**config.mk**
```make
export PLATFORM = sky130hd
export DESIGN_NAME = yuv_pair_to_rgb888
export DESIGN_NICKNAME = d
export VERILOG_FILES = /design/src/hw/rtl/yuvp_pkg.sv /design/src/hw/rtl/yuvp_chroma.sv /design/src/hw/rtl/yuv_pair_to_rgb888.sv
export SDC_FILE = /design/constraint.sdc
export NUM_CORES = 1
export LEC_CHECK = 0
export BUFFER_PORTS_ARGS = -buffer_cell sky130_fd_sc_hd__buf_4
export CORE_MARGIN = 4
export CORE_UTILIZATION = 38
export DETAILED_ROUTE_END_ITERATION = 7
export PLACE_DENSITY = 0.62
export SYNTH_ARGS = -nofsm -noshare
export SYNTH_HDL_FRONTEND = slang
export SYNTH_HIERARCHICAL = 1
export SYNTH_SLANG_ARGS = --single-unit
```
**constraint.sdc**
```tcl
create_clock -name aclk -period 12.08 [get_ports aclk]
set_clock_uncertainty 0.2 [all_clocks]
set_input_delay 1.812 -clock aclk [delete_from_list [all_inputs] [get_ports aclk]]
set_output_delay 1.812 -clock aclk [all_outputs]
set_load 0.02 [all_outputs]
```
**src/hw/rtl/yuvp_pkg.sv**
```systemverilog
// yuvp_pkg: shared types and constants for the YUV pixel-pair to RGB888 block.
// No dependencies.

package yuvp_pkg;

    localparam int CHROMA_W  = 9;
    localparam int PROD_W    = 17;
    localparam int OFF_W     = 9;
    localparam int SUM_W     = 10;
    localparam int FRAC_BITS = 8;

    localparam logic [1:0] LAYOUT_YUYV = 2'd0;
    localparam logic [1:0] LAYOUT_UYVY = 2'd1;
    localparam logic [1:0] LAYOUT_NV12 = 2'd2;
    localparam logic [1:0] LAYOUT_NV21 = 2'd3;

    localparam logic signed [CHROMA_W-1:0] CHROMA_OFFSET = 9'sd128;
    localparam logic signed [9:0]          COEF_RV       = 10'sd359;
    localparam logic signed [9:0]          COEF_GU       = 10'sd88;
    localparam logic signed [9:0]          COEF_GV       = 10'sd183;
    localparam logic signed [9:0]          COEF_BU       = 10'sd454;
    localparam logic signed [SUM_W-1:0]    CHAN_MAX      = 10'sd255;

    typedef struct packed {
        logic [7:0] byte_first;
        logic [7:0] byte_second;
        logic [7:0] byte_third;
        logic [7:0] byte_fourth;
    } in_item_t;

    typedef struct packed {
        logic [7:0] red_left;
        logic [7:0] green_left;
        logic [7:0] blue_left;
        logic [7:0] red_right;
        logic [7:0] green_right;
        logic [7:0] blue_right;
    } out_item_t;

    typedef struct packed {
        logic mul;
        logic shift;
    } stage_en_t;

    typedef struct packed {
        logic signed [OFF_W-1:0] dr;
        logic signed [OFF_W-1:0] dg;
        logic signed [OFF_W-1:0] db;
    } chroma_off_t;

endpackage

```
**src/hw/rtl/yuvp_chroma.sv**
```systemverilog
// yuvp_chroma: two-stage chroma term pipeline (multiply, then sum and floor shift).
// Depends on yuvp_pkg.

module yuvp_chroma (
    input  logic                                 aclk,
    input  yuvp_pkg::stage_en_t                  en,
    input  logic signed [yuvp_pkg::CHROMA_W-1:0] u,
    input  logic signed [yuvp_pkg::CHROMA_W-1:0] v,
    output yuvp_pkg::chroma_off_t                offs
);

    logic signed [yuvp_pkg::PROD_W-1:0] rv_reg, gu_reg, gv_reg, bu_reg;
    logic signed [yuvp_pkg::PROD_W-1:0] rv_next, gu_next, gv_next, bu_next;
    logic signed [yuvp_pkg::PROD_W-1:0] gsum;
    yuvp_pkg::chroma_off_t offs_reg, offs_next;

    always_comb begin
        rv_next = yuvp_pkg::PROD_W'(v) * yuvp_pkg::PROD_W'(yuvp_pkg::COEF_RV);
        gu_next = yuvp_pkg::PROD_W'(u) * yuvp_pkg::PROD_W'(yuvp_pkg::COEF_GU);
        gv_next = yuvp_pkg::PROD_W'(v) * yuvp_pkg::PROD_W'(yuvp_pkg::COEF_GV);
        bu_next = yuvp_pkg::PROD_W'(u) * yuvp_pkg::PROD_W'(yuvp_pkg::COEF_BU);
    end

    // arithmetic shift gives floor division by 256
    always_comb begin
        gsum         = gu_reg + gv_reg;
        offs_next.dr = yuvp_pkg::OFF_W'(rv_reg >>> yuvp_pkg::FRAC_BITS);
        offs_next.dg = yuvp_pkg::OFF_W'(gsum >>> yuvp_pkg::FRAC_BITS);
        offs_next.db = yuvp_pkg::OFF_W'(bu_reg >>> yuvp_pkg::FRAC_BITS);
    end

    always_ff @(posedge aclk) begin
        if (en.mul) begin
            rv_reg <= rv_next;
            gu_reg <= gu_next;
            gv_reg <= gv_next;
            bu_reg <= bu_next;
        end
        if (en.shift) begin
            offs_reg <= offs_next;
        end
    end

    assign offs = offs_reg;

endmodule

```
**src/hw/rtl/yuv_pair_to_rgb888.sv**
```systemverilog
// yuv_pair_to_rgb888: top level, YUV 4:2:x pixel pair to two RGB888 pixels.
// Depends on yuvp_pkg and yuvp_chroma.

// Takes one pixel pair per clock while s_ready is high and returns two BT.601
// full-range RGB888 pixels for it. The four register stages (byte unpack,
// chroma multiply, term sum and shift, luma add and saturate) each carry a
// valid bit; a low m_ready stalls only as far back as needed to fill bubbles.
// Users must write pixel_layout via the cfg port only while idle (unenforced).

module yuv_pair_to_rgb888 (
    input  logic                aclk,
    input  logic                aresetn,
    input  logic                cfg_valid,
    output logic                cfg_ready,
    input  logic [1:0]          cfg_data,
    input  logic                s_valid,
    output logic                s_ready,
    input  yuvp_pkg::in_item_t  s_data,
    output logic                m_valid,
    input  logic                m_ready,
    output yuvp_pkg::out_item_t m_data
);

    logic [1:0] pixel_layout_reg;

    logic st1_valid_reg, st2_valid_reg, st3_valid_reg, out_valid_reg;
    logic en1, en2, en3, out_en;

    logic [7:0] y0_next, y1_next, cu_byte, cv_byte;
    logic signed [yuvp_pkg::CHROMA_W-1:0] u_next, v_next, u1_reg, v1_reg;
    logic [7:0] y0_1_reg, y1_1_reg, y0_2_reg, y1_2_reg, y0_3_reg, y1_3_reg;

    yuvp_pkg::stage_en_t   ch_en;
    yuvp_pkg::chroma_off_t offs;
    yuvp_pkg::out_item_t   m_data_reg, m_data_next;

    function automatic logic [7:0] sat8(input logic signed [yuvp_pkg::SUM_W-1:0] s);
        logic [7:0] r;
        if (s < 0) begin
            r = 8'd0;
        end else if (s > yuvp_pkg::CHAN_MAX) begin
            r = 8'd255;
        end else begin
            r = s[7:0];
        end
        return r;
    endfunction

    function automatic logic [7:0] add_sat(input logic [7:0] y,
                                           input logic signed [yuvp_pkg::OFF_W-1:0] d);
        logic signed [yuvp_pkg::SUM_W-1:0] s;
        s = signed'({2'b00, y}) + yuvp_pkg::SUM_W'(d);
        return sat8(s);
    endfunction

    function automatic logic [7:0] sub_sat(input logic [7:0] y,
                                           input logic signed [yuvp_pkg::OFF_W-1:0] d);
        logic signed [yuvp_pkg::SUM_W-1:0] s;
        s = signed'({2'b00, y}) - yuvp_pkg::SUM_W'(d);
        return sat8(s);
    endfunction

    assign cfg_ready = 1'b1;

    always_ff @(posedge aclk) begin
        if (!aresetn) begin
            pixel_layout_reg <= yuvp_pkg::LAYOUT_YUYV;
        end else if (cfg_valid && cfg_ready) begin
            pixel_layout_reg <= cfg_data;
        end
    end

    // stall chain: a stage loads when empty or when the next stage loads
    assign out_en  = !out_valid_reg || m_ready;
    assign en3     = !st3_valid_reg || out_en;
    assign en2     = !st2_valid_reg || en3;
    assign en1     = !st1_valid_reg || en2;
    assign s_ready = en1;

    always_ff @(posedge aclk) begin
        if (!aresetn) begin
            st1_valid_reg <= 1'b0;
            st2_valid_reg <= 1'b0;
            st3_valid_reg <= 1'b0;
            out_valid_reg <= 1'b0;
        end else begin
            if (en1) begin
                st1_valid_reg <= s_valid;
            end
            if (en2) begin
                st2_valid_reg <= st1_valid_reg;
            end
            if (en3) begin
                st3_valid_reg <= st2_valid_reg;
            end
            if (out_en) begin
                out_valid_reg <= st3_valid_reg;
            end
        end
    end

    always_comb begin
        case (pixel_layout_reg)
            yuvp_pkg::LAYOUT_YUYV: begin
                y0_next = s_data.byte_first;
                cu_byte = s_data.byte_second;
                y1_next = s_data.byte_third;
                cv_byte = s_data.byte_fourth;
            end
            yuvp_pkg::LAYOUT_UYVY: begin
                cu_byte = s_data.byte_first;
                y0_next = s_data.byte_second;
                cv_byte = s_data.byte_third;
                y1_next = s_data.byte_fourth;
            end
            yuvp_pkg::LAYOUT_NV12: begin
                y0_next = s_data.byte_first;
                y1_next = s_data.byte_second;
                cu_byte = s_data.byte_third;
                cv_byte = s_data.byte_fourth;
            end
            default: begin
                y0_next = s_data.byte_first;
                y1_next = s_data.byte_second;
                cv_byte = s_data.byte_third;
                cu_byte = s_data.byte_fourth;
            end
        endcase
        u_next = signed'({1'b0, cu_byte}) - yuvp_pkg::CHROMA_OFFSET;
        v_next = signed'({1'b0, cv_byte}) - yuvp_pkg::CHROMA_OFFSET;
    end

    always_ff @(posedge aclk) begin
        if (en1) begin
            y0_1_reg <= y0_next;
            y1_1_reg <= y1_next;
            u1_reg   <= u_next;
            v1_reg   <= v_next;
        end
        if (en2) begin
            y0_2_reg <= y0_1_reg;
            y1_2_reg <= y1_1_reg;
        end
        if (en3) begin
            y0_3_reg <= y0_2_reg;
            y1_3_reg <= y1_2_reg;
        end
        if (out_en) begin
            m_data_reg <= m_data_next;
        end
    end

    assign ch_en.mul   = en2;
    assign ch_en.shift = en3;

    yuvp_chroma u_chroma (
        .aclk (aclk),
        .en   (ch_en),
        .u    (u1_reg),
        .v    (v1_reg),
        .offs (offs)
    );

    always_comb begin
        m_data_next.red_left    = add_sat(y0_3_reg, offs.dr);
        m_data_next.green_left  = sub_sat(y0_3_reg, offs.dg);
        m_data_next.blue_left   = add_sat(y0_3_reg, offs.db);
        m_data_next.red_right   = add_sat(y1_3_reg, offs.dr);
        m_data_next.green_right = sub_sat(y1_3_reg, offs.dg);
        m_data_next.blue_right  = add_sat(y1_3_reg, offs.db);
    end

    assign m_valid = out_valid_reg;
    assign m_data  = m_data_reg;

endmodule

```
-- After elaboration in Yosys (flattened, before gate mapping)
Index checks and enable logic that the tools add are counted.
Widths: inputs -> output; s select.
- add/subtract/negate cells: 9
- multipliers: 4
- magnitude comparators: 12
- equality and inequality tests: 2
- mux-type cells: 10
- reductions and logical operators: 10
- operator list (kind ; number):
    $mux 8 ; 8
    $gt 10x9->1 const B ; 6
    $lt 10x1->1 const B ; 6
    $add 9x9->10 ; 4
    $pmux 8 s3 ; 1
    $sub 9x9->10 ; 2
    $sub 8x8->9 const B ; 2
    $add 17x17->17 ; 1
    $mul 9x10->17 const B ; 1
    $mul 9x9->17 const B ; 1
    $mul 9x9->16 const B ; 1
    $pmux 8 s2 ; 1
    $mul 9x5->14 const B ; 1
    $logic_not 1->1 ; 4
    $logic_or 1x1->1 ; 4
    $eq 2x1->1 const B ; 1
    $eq 2x2->1 const B ; 1
    $logic_not 2->1 ; 1
    $reduce_or 2->1 ; 1
- register bits after elaboration: 211
- bits of input ports: 39
- output and inout port bits: 51
- logic and storage cells: 73

-- Longest topological paths before layout
Gate-level depths: netlist of run 1.
- depth in word-level cells: 5
- depth in mapped cells: 15
- depth with buffers taken out: 15

-- Cells and area by module
The synthesis of run 1 kept the hierarchy.
- modules (own cells, without submodules) (module ; times used ; cells each ; area an instance (um^2)):
    yuvp_chroma ; 1 ; 684 ; 7691.1
    yuv_pair_to_rgb888 ; 1 ; 597 ; 6911.6

-- Worst setup path before layout of run 1
OpenSTA, ideal clock, no wires.
- path kind: input to output
- start: input m_ready
- end: output s_ready
- arrival: 2.919 ns
- data required time: 10.068 ns
- path slack: 7.149 ns
- stages on the path: 3
- cells stage by stage: nor2b_1 > and3_1 > nand2_1
- longest elaborated chain between the ends: 4
- ends and longest elaborated chain (what ; line ; text):
    from (decl) ; yuv_pair_to_rgb888.sv:20 ; input logic m_ready,
    $logic_or 1x1->1 ; yuv_pair_to_rgb888.sv:74 ; assign out_en = !out_valid_reg || m_ready;
    $logic_or 1x1->1 ; yuv_pair_to_rgb888.sv:75 ; assign en3 = !st3_valid_reg || out_en;
    $logic_or 1x1->1 ; yuv_pair_to_rgb888.sv:76 ; assign en2 = !st2_valid_reg || en3;
    $logic_or 1x1->1 ; yuv_pair_to_rgb888.sv:77 ; assign en1 = !st1_valid_reg || en2;
    to (decl) ; yuv_pair_to_rgb888.sv:17 ; output logic s_ready,
Every way passes these cells.

-- Worst setup path in the final report of run 1
Ends and elaborated chain as after synthesis.

==> impl_results.md, run 1 <==
* Final layout net count at 1693
* CTS Sinks at 191
* CP arrival at 3.08 ns
* Hold WC Path Type: reg -> reg
* Fin. Hold Viols at 0
* Synth unique cells at 75
* Num ports at 90
* Setup TNS at 0 ns
* Area delta synth->final at 12.2%
* Cell accounting for the most synthesized area: edfxtp_1
* Share of layout cells above drive strength 1 at 12.5%
* Starting Density at 38.7%
* Clock transition at path regs at 0.07 ns
* Max Cap Violations at 0
* DIE HEIGHT at 204 µm
* Routed wire length at 29.6 mm
* Synth Register Bits at 191
* R2R Path Start: v1_reg[7]
* Asr flop ratio synth at 0%
* Final setup viols at 0
* Outcome: finished, final reports clean
* CTS tree: done
* H-tree depth at 4
* Worst-Skew Late Latency at 0.44 ns
* Worst Hold End: y0_3_reg[0]
* Chip Width at 204 µm
* Fillers at 3567
* F_max at 196 MHz
* Met1 Wirelength at 14.5 mm
* Vias/cell at 4.95
* Met2 routed WL at 13.4 mm
* Port Buffer Count at 88
* GR Util All Layers at 14.8%
* Synth Warn # at 6
* EDFF count, synth at 185
* Pin count of the biggest net entering global routing at 63
* Core area at 37800 µm²
* Period minus WS final at 5.10 ns
* WHS Path Cells at 0
* Fin crit share at 42.2%
* Vias in the first global route at 9427
* R2r endpoint: u_chroma/gv_reg[16]
* Startpoint Class: input pin
* CTS buffer count at 17
* Crit-path max FO at 33
* Wire per inst at 15.6 µm
* Register-to-Register Path Depth at 16
* Metal3 WL at 991 µm
* Top post-synthesis cells by area: edfxtp_1 (38%), ha_1 (17%), fa_1 (10%)
* Post-CTS Resized at 0
* Worst Hold Launch: y0_2_reg[0]
* Synth Flop Type: edfxtp_1
* Tot Pwr at 4.52 mW
* Worst R2R Setup Slack at 7.01 ns
* Power density cells at 276 nW/µm²
* Detailed placement HPWL at 24.2 mm
* RePlAce Congestion at 0.857
* Max FFs per register at 48
* Pleak at 7.29 nW
* Remaining DRCs at 0
* Initial antenna violation count at 0
* Root Buffer: clkbuf_16
* Fin. max-slew vios at 0
* Max Used Layer: met4
* Die ar. at 41600 µm²
* Mapped Cells at 1281
* Inserted Diodes at 0
* Worst relative slew slack at 28.1%
* DRT antenna net count at 0
* CTS Hold Buffers Added at 0
* Seq/Total Area, Yosys at 38.9%
* Worst Tran Pin Value at 1.08 ns
* Synth top area share at 38.0%
* Req. time, crit path at 10.07 ns
* Postcts setup bufs at 0
* DRT Pass-1 Iters at 4
* CTS Buffer Depth at 2
* RSZ-0062 raised after global routing: no
* Row count at 71
* Post-Syn Nets at 1598
* CP endpoint kind: output port
* Crit Path Class: in -> out
* Util after Layout at 43.4%
* Mean Syn Cell Area at 11.4 µm²
* Initial drt markers at 490
* Netlist Area Pre-Place at 14600 µm²
* GRT overflow at 0
* Vias at 9413
* Maximum VDD drop at 160 µV
* First-pass GRT wire length at 49.0 mm
[metrics by stage]
stage | worst slack, ns | instance area [µm²] | hold slack [ns] | cells
finish | 6.98 | 16400 | 0.217 | 1900
global route | 6.74 | 16400 | 0.221 | 1900
CTS | 6.96 | 16400 | 0.219 | 1900
detailed placement | 6.96 | 15900 | 0.205 | 1868
global placement | 7.00 | 15900 | 0.204 | 1868
floorplan | 7.15 | 14600 | 0.200 | 1281
[synthesized netlist by cell type, drive strengths merged, types with 11 or more instances]
| master | instances |
|---|---|
| nand3 | 11 |
| mux2i | 18 |
| a21o | 30 |
| o21ai | 47 |
| ha | 203 |
| nor3 | 17 |
| nor2b | 11 |
| nor2 | 51 |
| inv | 181 |
| xnor2 | 49 |
| a211oi | 22 |
| xor2 | 35 |
| o211ai | 13 |
| nand2b | 17 |
| a21oi | 94 |
| nand2 | 75 |
| fa | 75 |
| o21a | 12 |
| edfxtp | 185 |
[metal layers]
| metal | global-route usage (%) | vias to the layer above |
|---|---|---|
| met3 | 2.19 | 31 |
| li1 | - | 4761 |
| met2 | 23.4 | 170 |
| met4 | 4.57 | 0 |
| met1 | 21.0 | 4451 |
| met5 | 0 | - |
[cell usage in the layout (no fill, tap or decap), types with 8 or more instances in the layout]
master	n
nor2b_1	11
nor2_1	51
o21ai_0	42
mux2i_1	17
buf_4	93
inv_1	179
nor3_1	17
nand2b_1	17
ha_1	203
a21oi_1	90
clkbuf_16	17
a211oi_1	20
edfxtp_1	185
xor2_1	35
o211ai_1	13
fa_1	75
o21a_1	12
nand3_1	11
nand2_1	74
mux4_2	8
a31oi_1	8
a21o_1	29
xnor2_1	49
[report_power, final]
| group | switching, mW | leakage [nW] | internal [mW] |
|---|---|---|---|
| registers | 0.129 | 2.01 | 1.14 |
| logic | 1.53 | 5.01 | 1.20 |
| clock network | 0.252 | 0.267 | 0.267 |
| total | 1.91 | 7.29 | 2.61 |
[worst max-delay path, cell delays in order]
cell and delay, ns:
buf_4 0.11, nor2b_1 0.31, and3_1 0.29, nand2_1 0.07, buf_4 0.26, buf_4 0.21
[area by class of cell]
cell class / count / area [µm²] / area share [%]
Sequential cell: 191 / 5680 / 34.6
Timing Repair Buffer: 93 / 698 / 4.26
Clock inverter: 14 / 104 / 0.634
Multi-Input combinational cell: 892 / 8160 / 49.8
Clock buffer: 18 / 429 / 2.62
Tap cell: 511 / 639 / 3.90
Inverter: 181 / 679 / 4.15
[how the worst max path moves through the flow]
| stage | from | cells past startpoint | endpoint | slack, ns |
|---|---|---|---|---|
| final | m_ready | 6 | s_ready | 6.98 |
| after global routing | v1_reg[7] | 16 | u_chroma/gv_reg[16] | 6.74 |
| after CTS | m_ready | 6 | s_ready | 6.96 |
| after detailed placement | m_ready | 6 | s_ready | 6.96 |
| after global placement | m_ready | 6 | s_ready | 7.00 |
| after floorplan | m_ready | 3 | s_ready | 7.15 |
[kinds of logic (layout without fill, tap and decap cells)]
| group | after synthesis | in the layout | synth area share (%) |
|---|---|---|---|
| mux | 33 | 33 | 3.09 |
| buf+inv | 198 | 306 | 5.25 |
| compound gates | 282 | 282 | 13.1 |
| fa+ha+maj | 278 | 278 | 27.7 |
| simple gates | 214 | 214 | 6.95 |
| xor+xnor | 84 | 84 | 5.04 |
| flops | 191 | 191 | 38.9 |
| other cells | 1 | 1 | 0.0257 |
(Power assumes the default switching activity.)
==> run 2, diff against run 1 <==
- clock period: 12.08 -> 5.12 ns (I/O delays scaled with it)
==> impl_results.md, run 2 (synthesis gave the netlist of run 1 again) <==
* Placed inst area at 15900 µm²
* Chip Width at 204 µm
* Wire per inst at 15.6 µm
* Crit Path Class: reg -> reg
* CTS buffer count at 17
* Power density cells at 653 nW/µm²
* Routed wire length at 29.7 mm
* Share of layout cells above drive strength 1 at 13.0%
* DIE HEIGHT at 204 µm
* CTS Buffer Depth at 2
* Post-CTS Resized at 0
* GR Util All Layers at 14.7%
* Final setup viols at 0
* Util after Layout at 43.7%
* Pin count of the biggest net entering global routing at 63
* Fin crit share at 94.9%
* Pleak at 7.34 nW
* F_max at 206 MHz
* Outcome: finished, final reports clean
* Setup TNS at 0 ns
* Worst relative slew slack at 32.1%
* Remaining DRCs at 0
* Row count at 71
* H-tree depth at 4
* Cell count after placement at 1875
* Max Cap Violations at 0
* RePlAce Congestion at 0.867
* Period minus WS final at 4.86 ns
* Root Buffer: clkbuf_16
* CTS Sinks at 191
* Max FFs per register at 48
* CP arrival at 4.85 ns
* Worst hold margin at 0.219 ns
* Die ar. at 41600 µm²
* First-pass GRT wire length at 48.8 mm
* Detailed placement HPWL at 24.5 mm
* Core area at 37800 µm²
* Fin worst setup slack at 0.260 ns
* Req. time, crit path at 5.11 ns
* Postcts setup bufs at 0
* Hold WC Path Type: reg -> reg
* Vias in the first global route at 9354
* Tot Pwr at 10.8 mW
* Port Buffer Count at 88
* Startpoint Class: flop
* Initial antenna violation count at 0
* CP endpoint kind: flop
* Starting Density at 38.7%
* RSZ-0062 raised after global routing: no
* Initial drt markers at 530
* CTS tree: done
* Fillers at 3509
* Design Area, Final at 16500 µm²
* Non-filler instance count after layout at 1907
* Worst Tran Pin Value at 1.02 ns
* Pre-CTS setup slack at 0.265 ns
* Num ports at 90
* Fin. Hold Viols at 0
* Vias at 9419
* Area delta synth->final at 12.9%
* DRT antenna net count at 0
* CTS Hold Buffers Added at 0
* Inserted Diodes at 0
* Commonest non-fill, non-tap cell in the layout: ha_1
* GRT overflow at 0
* Most frequent cells in the layout: ha_1 (203), edfxtp_1 (185), inv_1 (179)
* Final layout net count at 1700
* Fin. max-slew vios at 0
* Crit-path max FO at 8
* Worst-Skew Late Latency at 0.44 ns
* Clock transition at path regs at 0.08 ns
* Maximum VDD drop at 363 µV
* Vias/cell at 4.94
* DRT Pass-1 Iters at 5
## run 2: changes by cell type in the layout (fill, tap and decap cells not counted), sizes merged
cell      before  now
buf           93  100
clkinv         7    3
clkinvlp       0    2
inv          188  190
bufinv         0    1
clkbuf        18   17
## run 2: cell type report
class | count | area, µm² | share of cell area, %
repair buffers | 100 | 751 | 4.55
flip-flops and latches | 191 | 5680 | 34.4
well taps | 511 | 639 | 3.88
clock inverters | 15 | 150 | 0.911
multi-input cells | 892 | 8160 | 49.5
inverters | 181 | 679 | 4.12
clock buffers | 17 | 425 | 2.58
## run 2: routing by layer
layer  track usage [%]  wire length (µm)  part of all wire (%)  vias to the layer above
li1                  -                 -                     -                     4780
met1              21.3             14800                    50                     4432
met2              23.1             13300                    45                      170
met3              2.33               960                   3.2                       37
met4              4.21               648                   2.2                        0
met5                 0                 0                     0                        -
## run 2: final timing paths
kind | start | to | slack [ns] | cells past startpoint
max | v1_reg[7] | u_chroma/gv_reg[16] | 0.26 | 15
min | y0_2_reg[1] | y0_3_reg[1] | 0.22 | 0
max reg2reg | v1_reg[7] | u_chroma/gv_reg[16] | 0.26 | 15
min reg2reg | y0_2_reg[1] | y0_3_reg[1] | 0.22 | 0
## run 2: power breakdown
part           internal, mW  switching, mW
Combinational          2.84           3.63
Clock                 0.690          0.622
Sequential             2.70          0.294
## run 2: worst max-delay path, stage by stage (launching register included)
cell	delay (ns)
edfxtp_1	0.54
inv_1	0.20
ha_1	0.39
xnor2_1	0.21
fa_1	0.46
fa_1	0.49
inv_1	0.05
fa_1	0.53
inv_1	0.04
ha_1	0.36
and3_1	0.20
a221oi_2	0.35
o21ai_1	0.14
a21oi_2	0.19
o21bai_1	0.10
xor2_1	0.14
